[src/rtl/core/u8dec_pkg.sv]
// ----------------------------------------------------------------------------
// u8dec_pkg: shared types, constants and tables of the UTF-8 stream decoder
// Byte classes, the automaton transition table, case-mapping modes and the
// result of one decoder step.
// ----------------------------------------------------------------------------
package u8dec_pkg;

  localparam int unsigned ByteW  = 8;
  localparam int unsigned ClassW = 4;
  localparam int unsigned StateW = 4;
  localparam int unsigned CpW    = 21;
  localparam int unsigned ModeW  = 2;

  localparam logic [StateW-1:0] StAccept = 4'd0;
  localparam logic [StateW-1:0] StReject = 4'd1;

  localparam logic [CpW-1:0] CpReplacement = 21'h00FFFD;
  localparam logic [CpW-1:0] CpAsciiMax    = 21'h00007F;

  // ASCII case-mapping modes held in the configuration register.
  typedef enum logic [ModeW-1:0] {
    CASE_NONE       = 2'd0,
    CASE_UPPER      = 2'd1,
    CASE_LOWER      = 2'd2,
    CASE_CAPITALIZE = 2'd3
  } case_mode_e;

  // Outcome of one automaton step for one byte.
  typedef struct packed {
    logic [StateW-1:0] next_state;
    logic [CpW-1:0]    next_partial;
    logic              emit;
    logic [CpW-1:0]    code_point;
    logic              invalid;
  } u8dec_step_t;

  // Maps a raw byte to its class.
  function automatic logic [ClassW-1:0] byte_class(input logic [ByteW-1:0] b);
    logic [ClassW-1:0] c;
    c = 4'd8;
    if (b <= 8'h7F)                    c = 4'd0;
    else if (b <= 8'h8F)               c = 4'd1;
    else if (b <= 8'h9F)               c = 4'd9;
    else if (b <= 8'hBF)               c = 4'd7;
    else if (b <= 8'hC1)               c = 4'd8;
    else if (b <= 8'hDF)               c = 4'd2;
    else if (b == 8'hE0)               c = 4'd10;
    else if (b == 8'hED)               c = 4'd4;
    else if (b <= 8'hEF)               c = 4'd3;
    else if (b == 8'hF0)               c = 4'd11;
    else if (b <= 8'hF3)               c = 4'd6;
    else if (b == 8'hF4)               c = 4'd5;
    return c;
  endfunction

  // Transition table; every pair not listed leads to the reject state.
  function automatic logic [StateW-1:0] next_state(input logic [StateW-1:0] s,
                                                   input logic [ClassW-1:0] c);
    logic [StateW-1:0] n;
    n = StReject;
    case (s)
      4'd0: begin
        case (c)
          4'd0:    n = 4'd0;
          4'd2:    n = 4'd2;
          4'd3:    n = 4'd3;
          4'd4:    n = 4'd5;
          4'd5:    n = 4'd8;
          4'd6:    n = 4'd7;
          4'd10:   n = 4'd4;
          4'd11:   n = 4'd6;
          default: n = StReject;
        endcase
      end
      4'd2: if (c == 4'd1 || c == 4'd7 || c == 4'd9) n = 4'd0;
      4'd3: if (c == 4'd1 || c == 4'd7 || c == 4'd9) n = 4'd2;
      4'd4: if (c == 4'd7) n = 4'd2;
      4'd5: if (c == 4'd1 || c == 4'd9) n = 4'd2;
      4'd6: if (c == 4'd7 || c == 4'd9) n = 4'd3;
      4'd7: if (c == 4'd1 || c == 4'd7 || c == 4'd9) n = 4'd3;
      4'd8: if (c == 4'd1) n = 4'd3;
      default: n = StReject;
    endcase
    return n;
  endfunction

endpackage

[src/rtl/core/u8dec_if.sv]
// ----------------------------------------------------------------------------
// u8dec interfaces: byte input, code point output and configuration channels
// Each channel carries valid, ready and its payload; an item moves at a
// rising edge with valid and ready both high.
// ----------------------------------------------------------------------------
interface u8dec_in_if;
  logic                        valid;
  logic                        ready;
  logic [u8dec_pkg::ByteW-1:0] in_byte;
  logic                        first_char;
  modport source (output valid, output in_byte, output first_char, input ready);
  modport sink   (input valid, input in_byte, input first_char, output ready);
endinterface

interface u8dec_out_if;
  logic                      valid;
  logic                      ready;
  logic [u8dec_pkg::CpW-1:0] code_point;
  logic                      invalid;
  modport source (output valid, output code_point, output invalid, input ready);
  modport sink   (input valid, input code_point, input invalid, output ready);
endinterface

interface u8dec_cfg_if;
  logic                        valid;
  logic                        ready;
  logic [u8dec_pkg::ModeW-1:0] case_mode;
  modport source (output valid, output case_mode, input ready);
  modport sink   (input valid, input case_mode, output ready);
endinterface

[src/rtl/core/utf8_stream_decoder_with_case_core.sv]
// ----------------------------------------------------------------------------
// utf8_stream_decoder_with_case_core: UTF-8 byte stream to code points
// Decodes one byte per item with a table-driven automaton and case-maps
// ASCII results according to the configured mode.
// ----------------------------------------------------------------------------
//   Channel  Dir  Payload                       Note
//   in_i     in   in_byte[7:0], first_char      one stream byte per item
//   out_o    out  code_point[20:0], invalid     zero or one item per byte
//   cfg_i    in   case_mode[1:0]                always ready
//
// Throughput is one byte per cycle while a result does not stall. A byte
// taken sits in the input register, steps the automaton from there, and its
// result is held in the result register. The automaton state feeds back
// around the single step stage. Reset clears state, partial code, case
// mode and valid flags. A stalled result holds in the result register while
// the byte behind it still steps if it emits nothing.
// ----------------------------------------------------------------------------
module utf8_stream_decoder_with_case_core (
  input  logic          clk_i,
  input  logic          rst_ni,
  u8dec_in_if.sink      in_i,
  u8dec_out_if.source   out_o,
  u8dec_cfg_if.sink     cfg_i
);

  logic                         s1_valid_q;
  logic [u8dec_pkg::ByteW-1:0]  s1_byte_q;
  logic                         s1_first_q;
  logic [u8dec_pkg::StateW-1:0] state_q;
  logic [u8dec_pkg::CpW-1:0]    partial_q;
  u8dec_pkg::case_mode_e        mode_q;
  logic                         out_valid_q;
  logic [u8dec_pkg::CpW-1:0]    out_cp_q;
  logic                         out_inv_q;
  u8dec_pkg::u8dec_step_t       step;
  logic                         advance;
  logic                         in_take;

  // Configuration register.
  assign cfg_i.ready = 1'b1;

  always_ff @(posedge clk_i or negedge rst_ni) begin
    if (!rst_ni) begin
      mode_q <= u8dec_pkg::CASE_NONE;
    end else if (cfg_i.valid) begin
      mode_q <= u8dec_pkg::case_mode_e'(cfg_i.case_mode);
    end
  end

  // Automaton step on the registered byte.
  u8dec_step u_step (
    .state_i   (state_q),
    .partial_i (partial_q),
    .byte_i    (s1_byte_q),
    .first_i   (s1_first_q),
    .mode_i    (mode_q),
    .step_o    (step)
  );

  // The byte steps when its result has room or it produces none.
  assign advance = s1_valid_q && (!out_valid_q || out_o.ready || !step.emit);
  assign in_take = in_i.valid && in_i.ready;
  assign in_i.ready = !s1_valid_q || advance;

  // Input register.
  always_ff @(posedge clk_i or negedge rst_ni) begin
    if (!rst_ni) begin
      s1_valid_q <= 1'b0;
    end else if (in_take) begin
      s1_valid_q <= 1'b1;
    end else if (advance) begin
      s1_valid_q <= 1'b0;
    end
  end

  always_ff @(posedge clk_i) begin
    if (in_take) begin
      s1_byte_q  <= in_i.in_byte;
      s1_first_q <= in_i.first_char;
    end
  end

  // Automaton state and partial code point.
  always_ff @(posedge clk_i or negedge rst_ni) begin
    if (!rst_ni) begin
      state_q   <= u8dec_pkg::StAccept;
      partial_q <= '0;
    end else if (advance) begin
      state_q   <= step.next_state;
      partial_q <= step.next_partial;
    end
  end

  // Result register.
  always_ff @(posedge clk_i or negedge rst_ni) begin
    if (!rst_ni) begin
      out_valid_q <= 1'b0;
    end else if (advance && step.emit) begin
      out_valid_q <= 1'b1;
    end else if (out_o.ready) begin
      out_valid_q <= 1'b0;
    end
  end

  always_ff @(posedge clk_i) begin
    if (advance && step.emit) begin
      out_cp_q  <= step.code_point;
      out_inv_q <= step.invalid;
    end
  end

  assign out_o.valid      = out_valid_q;
  assign out_o.code_point = out_cp_q;
  assign out_o.invalid    = out_inv_q;

endmodule

[src/rtl/core/u8dec_step.sv]
// ----------------------------------------------------------------------------
// u8dec_step: one decoder automaton step
// Classifies the byte, looks up the next state, gathers payload bits and
// applies the ASCII case mapping to a completed code point.
// ----------------------------------------------------------------------------
module u8dec_step (
  input  logic [u8dec_pkg::StateW-1:0] state_i,
  input  logic [u8dec_pkg::CpW-1:0]    partial_i,
  input  logic [u8dec_pkg::ByteW-1:0]  byte_i,
  input  logic                         first_i,
  input  u8dec_pkg::case_mode_e        mode_i,
  output u8dec_pkg::u8dec_step_t       step_o
);

  logic [u8dec_pkg::ClassW-1:0] cls;
  logic [u8dec_pkg::StateW-1:0] nxt;
  logic [u8dec_pkg::CpW-1:0]    gathered;
  logic [u8dec_pkg::ByteW-1:0]  lead_mask;
  logic                         is_lower;
  logic                         is_upper;
  logic [u8dec_pkg::CpW-1:0]    mapped;

  // Byte class and transition; states beyond the table reject.
  assign cls = u8dec_pkg::byte_class(byte_i);
  assign nxt = u8dec_pkg::next_state(state_i, cls);

  // A lead byte keeps the bits its class leaves; a continuation shifts in six.
  assign lead_mask = 8'hFF >> cls;
  assign gathered  = (state_i != u8dec_pkg::StAccept)
                   ? {partial_i[u8dec_pkg::CpW-7:0], byte_i[5:0]}
                   : {13'd0, lead_mask & byte_i};

  // ASCII letters only; everything else passes unchanged.
  assign is_lower = (gathered >= 21'h61) && (gathered <= 21'h7A);
  assign is_upper = (gathered >= 21'h41) && (gathered <= 21'h5A);

  always_comb begin
    mapped = gathered;
    if (gathered <= u8dec_pkg::CpAsciiMax) begin
      case (mode_i)
        u8dec_pkg::CASE_UPPER: if (is_lower) mapped = gathered - 21'h20;
        u8dec_pkg::CASE_LOWER: if (is_upper) mapped = gathered + 21'h20;
        u8dec_pkg::CASE_CAPITALIZE: if (first_i && is_lower) mapped = gathered - 21'h20;
        default: mapped = gathered;
      endcase
    end
  end

  // Step outcome: reject emits the replacement, accept emits the code point.
  always_comb begin
    step_o = '0;
    if (nxt == u8dec_pkg::StReject) begin
      step_o.next_state   = u8dec_pkg::StAccept;
      step_o.next_partial = '0;
      step_o.emit         = 1'b1;
      step_o.code_point   = u8dec_pkg::CpReplacement;
      step_o.invalid      = 1'b1;
    end else if (nxt == u8dec_pkg::StAccept) begin
      step_o.next_state   = u8dec_pkg::StAccept;
      step_o.next_partial = '0;
      step_o.emit         = 1'b1;
      step_o.code_point   = mapped;
      step_o.invalid      = 1'b0;
    end else begin
      step_o.next_state   = nxt;
      step_o.next_partial = gathered;
      step_o.emit         = 1'b0;
      step_o.code_point   = gathered;
      step_o.invalid      = 1'b0;
    end
  end

endmodule

[src/flat_wrapper.sv]
// flat-port wrapper written by rule: the top's interface ports become plain ports
module utf8_stream_decoder_with_case_core_flat 
  (clk_i, rst_ni, in_i_valid, in_i_in_byte, in_i_first_char, in_i_ready, out_o_valid, out_o_code_point, out_o_invalid, out_o_ready, cfg_i_valid, cfg_i_case_mode, cfg_i_ready);
  u8dec_in_if in_i_i ();
  u8dec_out_if out_o_i ();
  u8dec_cfg_if cfg_i_i ();
  input  logic clk_i;
  input  logic rst_ni;
  input wire logic [$bits(in_i_i.valid)-1:0] in_i_valid;
  input wire logic [$bits(in_i_i.in_byte)-1:0] in_i_in_byte;
  input wire logic [$bits(in_i_i.first_char)-1:0] in_i_first_char;
  output wire logic [$bits(in_i_i.ready)-1:0] in_i_ready;
  output wire logic [$bits(out_o_i.valid)-1:0] out_o_valid;
  output wire logic [$bits(out_o_i.code_point)-1:0] out_o_code_point;
  output wire logic [$bits(out_o_i.invalid)-1:0] out_o_invalid;
  input wire logic [$bits(out_o_i.ready)-1:0] out_o_ready;
  input wire logic [$bits(cfg_i_i.valid)-1:0] cfg_i_valid;
  input wire logic [$bits(cfg_i_i.case_mode)-1:0] cfg_i_case_mode;
  output wire logic [$bits(cfg_i_i.ready)-1:0] cfg_i_ready;
  assign in_i_i.valid = in_i_valid;
  assign in_i_i.in_byte = in_i_in_byte;
  assign in_i_i.first_char = in_i_first_char;
  assign in_i_ready = in_i_i.ready;
  assign out_o_valid = out_o_i.valid;
  assign out_o_code_point = out_o_i.code_point;
  assign out_o_invalid = out_o_i.invalid;
  assign out_o_i.ready = out_o_ready;
  assign cfg_i_i.valid = cfg_i_valid;
  assign cfg_i_i.case_mode = cfg_i_case_mode;
  assign cfg_i_ready = cfg_i_i.ready;
  utf8_stream_decoder_with_case_core u_core (.clk_i(clk_i), .rst_ni(rst_ni), .in_i(in_i_i), .out_o(out_o_i), .cfg_i(cfg_i_i));
endmodule
[config.mk]
export PLATFORM = sky130hd
export DESIGN_NAME = utf8_stream_decoder_with_case_core_flat
export DESIGN_NICKNAME = d
export VERILOG_FILES = /design/src/rtl/core/u8dec_pkg.sv /design/src/rtl/core/u8dec_if.sv /design/src/rtl/core/utf8_stream_decoder_with_case_core.sv /design/src/rtl/core/u8dec_step.sv /design/src/flat_wrapper.sv
export SDC_FILE = /design/constraint.sdc
export NUM_CORES = 1
export LEC_CHECK = 0
export ABC_CLOCK_PERIOD_IN_PS = 4500
export BUFFER_PORTS_ARGS = -buffer_cell sky130_fd_sc_hd__buf_2
export CORE_MARGIN = 2
export CORE_UTILIZATION = 35
export DETAILED_ROUTE_END_ITERATION = 12
export PLACE_DENSITY = 0.52
export SYNTH_ARGS = -nofsm -noshare
export SYNTH_HDL_FRONTEND = slang
export SYNTH_SLANG_ARGS = --single-unit
[constraint.sdc]
create_clock -name clk_i -period 4.5 [get_ports clk_i]
set_input_delay 0.675 -clock clk_i [delete_from_list [all_inputs] [get_ports clk_i]]
set_output_delay 0.675 -clock clk_i [all_outputs]
set_load 0.05 [all_outputs]
# Yosys cells after proc, flatten, opt, wreduce, memory -nomap -nowiden
# Memories as Yosys holds them, arrays and structs flattened.
# Index checks and enable logic that the tools add are counted.
# Widths: inputs -> output; s select.
# totals
elab_cells	98
romBits	64
memories	1
latch_bits	0
ram_bits	0
output_inout_bits	25
regBits	54
# mem_list
name	depth	word_bits	read_ports	rd_ports_with_merged_regs	write_ports	line	source
(no name shown)	16	4	1	0	0	u8dec_pkg.sv:63	case (c)
# op_classes
reduce_logical	21
n_shift	1
n_lt_le_gt_ge	13
mux	32
n_bitwise	1
eq_ne	18
n_mul	0
addsub	2
div	0
# op_table
cell	n
$mux 21	5
$mux 48	2
$le 21x7->1 const B	3
$pmux 21 s3	1
$le 8x8->1 const B	7
$mux 4	12
$ge 21x7->1 const B	2
$eq 8x8->1 const B	4
$pmux 4 s8	1
$add 21x6->21 const B	1
$sub 21x6->21 const B	1
$eq 4x3->1 const B	5
$mux 2	6
$and 8x8->8	1
$eq 4x1->1 const B	2
$eq 4x2->1 const B	2
$eq 4x4->1 const B	2
$le 8x7->1 const B	1
$logic_not 4->1	2
$shr 8x4->8 const A	1
$logic_or 1x1->1	7
$logic_and 1x1->1	6
$mux 1	5
$eq 2x2->1 const B	2
4 further kinds	7

# Longest topological paths before layout
# depth
ltp_word	30
ltp_mapped	17

# Cells and area by module
# Synthesis repeated with hierarchy kept, for this count alone.
# hier_totals
hier_cells	432
hier_area_um2	4171.5
# by_module_without_submodules
mod	area_per_inst_um2	instances	cells_each	seq_area_each_um2
utf8_stream_decoder_with_case_core	2613.8	1	190	1656.6
u8dec_step	1557.7	1	242	0.0

# Least setup slack after synthesis
# No wires, ideal clock.
# synth_path
path_type	reg-to-reg
from	reg u_core.state_q[1] (netlist name)
to	reg u_core.out_cp_q, in the netlist u_core.out_o.code_point[5], data pin
path_slack_ns	0.823
required_time_ns	4.246
path_buffers	2
period_less_slack_ns	3.677
setup_ns	0.254
path_stages_with_launch	16
t_arrival_ns	3.423
path_cell_list	dfrtp_1 > buf_6 > or4_4 > buf_6 > a311oi_2 > a32oi_2 > inv_1 > ha_1 > inv_1 > a211o_1 > o311ai_0 > o41ai_2 > o221ai_2 > nor4_4 > or3_1 > a21o_1
# synth_between
elab_chain_len	9
# synth_lines
element	line	source
start, declared	utf8_stream_decoder_with_case_core.sv:29	logic [u8dec_pkg::StateW-1:0] state_q;
start signal, assigned	utf8_stream_decoder_with_case_core.sv:86	state_q <= u8dec_pkg::StAccept;
start signal, assigned	utf8_stream_decoder_with_case_core.sv:89	state_q <= step.next_state;
$reduce_bool 4->1	u8dec_step.sv:29	assign gathered = (state_i != u8dec_pkg::StAccept)
$mux 21	u8dec_step.sv:30	? {partial_i[u8dec_pkg::CpW-7:0], byte_i[5:0]}
$ge 21x7->1 or $le 21x7->1 (tied branches)	u8dec_step.sv:34	assign is_lower = (gathered >= 21'h61) && (gathered <= 21'h7A);
$logic_and 1x1->1	u8dec_step.sv:34	
$logic_and 1x1->1	u8dec_step.sv:43	u8dec_pkg::CASE_CAPITALIZE: if (first_i && is_lower) mapped = gathered - 21'h20;
$mux 21	u8dec_step.sv:43	
$pmux 21 s3	u8dec_step.sv:40	case (mode_i)
$mux 21	u8dec_step.sv:39	if (gathered <= u8dec_pkg::CpAsciiMax) begin
$mux 48	u8dec_step.sv:58	end else if (nxt == u8dec_pkg::StAccept) begin
end signal, assigned	utf8_stream_decoder_with_case_core.sv:107	out_cp_q <= step.code_point;
end, declared	utf8_stream_decoder_with_case_core.sv:33	logic [u8dec_pkg::CpW-1:0] out_cp_q;
# Parallel ways exist; a longest one is shown, timed or not.
# A chain may end at the register's enable or synchronous reset.

# Worst setup path in the final report
# layout_path
from	reg u_core.s1_byte_q[3] (netlist name)
to	reg u_core.out_cp_q, in the netlist u_core.out_o.code_point[6], data pin
# layout_between
elab_chain_len	23
# layout_lines
element	line	source
start, declared	utf8_stream_decoder_with_case_core.sv:27	logic [u8dec_pkg::ByteW-1:0] s1_byte_q;
start signal, assigned	utf8_stream_decoder_with_case_core.sv:78	s1_byte_q <= in_i.in_byte;
branches (longest 23 deep; another with $le 8x8->1)	--	
# Several ways; the timed one is not identified.

==> metrics.yaml <==
logic_synthesis:
  netlist_area_um2: 3384
  ys_ff_latch: 54
  synth_area_leaders: "edfxtp_1 (28%), dfrtp_1 (17%), nand2_1 (4.7%)"
  synth_top_flop_cell: "edfxtp_1"
  async_flop_share: 0.4259
  syn_avg_cell_area_um2: 9.726
  synth.distinct_cells: 75
  synth_cells: 348
  yosys_warnings: 0
  seq_area_frac_synth: 0.4451
  syn-num-nets: 367
  synth_top_area_share: 0.2750
  synth-edff-count: 31
  synth_top_cell_by_area: "edfxtp_1"
placement:
  port_buffers: 39
  dp.cells: 502
  place.gp.congestion: 0.9080
  dp_hpwl_um: 6571
setup_path:
  worstSetupStartpointType: "flip-flop"
  worstPathMaxFanout: 24
  reg2regPathDepth: 15
  reg2reg_to: "u_core.out_o.code_point[6]"
  criticalPathCategory: "flip-flop to flip-flop"
  reg2reg_from: "u_core.s1_byte_q[3]"
  rrSetupSlack_ns: 0.30
  critical_path_arrival_ns: 4.26
  cp-startpoint: "u_core.s1_byte_q[3]"
  crit_path_end_kind: "flip-flop"
  cp_data_required_time_ns: 4.56
  critPathCapture: "u_core.out_o.code_point[6]"
clocking:
  cts_hold_buf: 0
  post_cts_buffers: 0
  clkTransAtPathRegs_ns: 0.11
  clockRootBuffer: "clkbuf_8"
  ctsResizeCount: 0
  cts_sinks: 54
  cts.path.max_buffers: 2
  cts_htree_levels: 2
  cts_tree: "built"
  clk_latency_ns: 0.32
  cts_buffers: 5
global_route:
  antenna_found_initial: 0
  grt_max_degree: 25
  gr-total-overflow: 0
  grt_pass1_vias: 2677
  grt_usage: 0.1787
  grt_first_pass_wirelength_um: 14530
sta:
  setup_viol: 0
  worst_pin_slew_ns: 1.088
  max_freq_mhz: 237.8
  min_period_over_period: 0.9343
  tns_ns: 0
  max_slew_margin: 0.2736
  maxSlewViolCount: 0
  fin_skew_ns: 0.01751
  rsz0062_at_grt: "false"
  finalHoldViolCount: 0
  period_needed_ns: 4.204
route:
  drcViolationCount: 0
  drtIter0Drc: 218
  wl_um: 8869
  dr_total_vias: 2834
  drt-wirelength-per-cell_um: 17.39
  firstDrtPassIters: 4
  routed_via_density: 5.557
  drt.antenna.violating_nets: 0
final_layout:
  layoutNonFillerInstCount: 510
  fillers: 969
  syn_to_final_growth_pct: 12.20
  n_antenna_cell: 0
  nNetsFinal: 399
  drive_gt1_frac: 0.2205
floorplanning:
  dieArea_um2: 10470
  io_pins: 41
  die_h_um: 102.3
  rows: 35
  die_x_um: 102.3
  initial_utilization: 0.3628
  core_um2: 9328
outcome:
  status: "complete, no violations"
power:
  p_sw_frac: 0.5111
  power_frac_seq: 0.316
  power_leakage_nw: 1.488
  clock_power_share: 0.106
  comb_power_share: 0.578
  worst_ir_drop_vdd_uv: 265.5
  power.internal_mw: 1.355
  power_switching_mw: 1.417
  pwr_density_cell_nw_per_um2: 730.0
min_path:
  worstHoldPathType: "input pin to async pin"
flow_run:
  max_cap_violations: 0
[kinds of logic after synthesis]
kind of cell / Yosys count / synth area share
AND/OR/NAND/NOR: 148 / 0.2529
flip-flops: 54 / 0.4451
adder cells (fa/ha/maj): 3 / 0.01109
other: 1 / 0.001108
buffers and inverters: 32 / 0.04510
AO/OA/AOI/OAI: 108 / 0.2385
multiplexers: 2 / 0.006285
[cells in the final DEF, fill, tap and decap left out, types with 3 or more instances in the layout]
cell type,n
a211o_1,7
a211oi_1,3
a21oi_1,15
a22o_1,9
and2_1,6
and3_1,6
buf_2,39
buf_4,11
clkbuf_8,5
dfrtp_1,23
edfxtp_1,31
ha_1,3
inv_1,7
nand2_1,42
nand2b_1,10
nand3_1,10
nand3b_1,3
nand4_1,5
nor2_1,20
nor3_1,6
nor3_2,4
nor4_1,5
o21a_1,5
o21ai_0,22
o21ai_1,5
o31a_1,5
o31ai_1,5
or2_2,5
[flip-flops by register name, summed over array words and instances (netlist names)]
name and count:
u_core.mode_q 2, u_core.out_o.code_point 21, u_core.out_o.invalid 1, u_core.out_o.valid 1, u_core.partial_q 15, u_core.s1_byte_q 8
u_core.s1_first_q 1, u_core.s1_valid_q 1, u_core.state_q 4
[worst max-delay path, cell delays in order (launching register included)]
cell and delay, ns:
edfxtp_1 0.70, and4_1 0.33, o2111a_1 0.28, nand2b_1 0.17
o31ai_1 0.38, a211o_1 0.28, inv_1 0.11, ha_1 0.18
inv_1 0.13, a211o_1 0.14, nor2_1 0.05, o211ai_1 0.14
nand4bb_2 0.33, o41ai_1 0.38, nor3b_1 0.24, o22ai_1 0.12
[synth_stat cells, types with 2 or more instances]
| library cell | count |
|---|---|
| a211o_1 | 7 |
| a211oi_1 | 3 |
| a21o_1 | 2 |
| a21oi_1 | 15 |
| a221o_1 | 2 |
| a22o_1 | 9 |
| a31oi_1 | 2 |
| and2_1 | 6 |
| and3_1 | 6 |
| and3b_1 | 2 |
| buf_2 | 11 |
| buf_6 | 2 |
| clkbuf_1 | 11 |
| dfrtp_1 | 23 |
| edfxtp_1 | 31 |
| ha_1 | 3 |
| inv_1 | 7 |
| nand2_1 | 42 |
| nand2b_1 | 10 |
| nand3_1 | 10 |
| nand3b_1 | 3 |
| nand4_1 | 5 |
| nor2_1 | 21 |
| nor2b_1 | 2 |
| nor3_1 | 6 |
| nor3_2 | 4 |
| nor3b_1 | 2 |
| nor4_1 | 5 |
| nor4_2 | 2 |
| o2111a_1 | 2 |
| o211ai_1 | 2 |
| o21a_1 | 5 |
| o21ai_0 | 22 |
| o21ai_1 | 5 |
| o311ai_0 | 2 |
| o31a_1 | 5 |
| o31ai_1 | 5 |
| o41ai_1 | 2 |
| or2_1 | 2 |
| or2_2 | 5 |
| or3b_1 | 2 |
| or4_1 | 2 |
[how the worst min path moves through the flow]
| stage | start | endpoint | slack [ns] | cells past startpoint |
|---|---|---|---|---|
| finish | rst_ni | u_core.mode_q[0] | 0.33 | 1 |
| global route | rst_ni | u_core.mode_q[0] | 0.36 | 1 |
| CTS | rst_ni | u_core.partial_q[8] | 0.35 | 1 |
| detailed placement | u_core.partial_q[0] | u_core.partial_q[0] | 0.50 | 2 |
| global placement | u_core.partial_q[0] | u_core.partial_q[0] | 0.49 | 2 |
| floorplan | rst_ni | u_core.mode_q[0] | 0.38 | 0 |
[layer usage]
metal | track usage | share of wire | up-vias
met5 | 0 | 0 | -
met4 | 0.05026 | 0.014 | 0
met3 | 0.02599 | 0.050 | 14
met2 | 0.2758 | 0.46 | 101
met1 | 0.2619 | 0.48 | 1330
li1 | - | - | 1389
[metrics by stage]
| stage | hold slack, ns | worst slack [ns] | area (um^2) | power (mW) | utilization |
|---|---|---|---|---|---|
| after floorplan | 0.3794 | 0.8231 | 3385 | 2.083 | - |
| after global placement | 0.4911 | 0.4059 | 3700 | 2.479 | 0.3966 |
| after detailed placement | 0.5011 | 0.3480 | 3700 | 2.483 | 0.3966 |
| after CTS | 0.3538 | 0.3616 | 3797 | 2.781 | 0.4071 |
| after global routing | 0.3560 | 0.01663 | 3797 | 2.978 | 0.4071 |
| final | 0.3304 | 0.2956 | 3797 | 2.772 | 0.4071 |
[power groups by stage]
stage	registers [mW]	clock network (mW)	logic, mW
2_1_floorplan	1.18	0	0.901
3_3_place_gp	0.885	0	1.59
3_5_place_dp	0.886	0	1.60
4_1_cts	0.875	0.303	1.60
5_1_grt	0.896	0.322	1.76
6_report	0.875	0.294	1.60
[area by class of cell]
class | count | area, um^2 | area share
multi-input combinational | 262 | 1728 | 0.4550
sequential | 54 | 1506 | 0.3967
timing repair buffer | 50 | 277.8 | 0.07315
tap | 129 | 161.4 | 0.04250
clock buffer | 5 | 68.82 | 0.01812
clock inverter | 3 | 28.78 | 0.007578
inverter | 7 | 26.28 | 0.006919
Note: power is estimated with default switching activity, not from simulation.
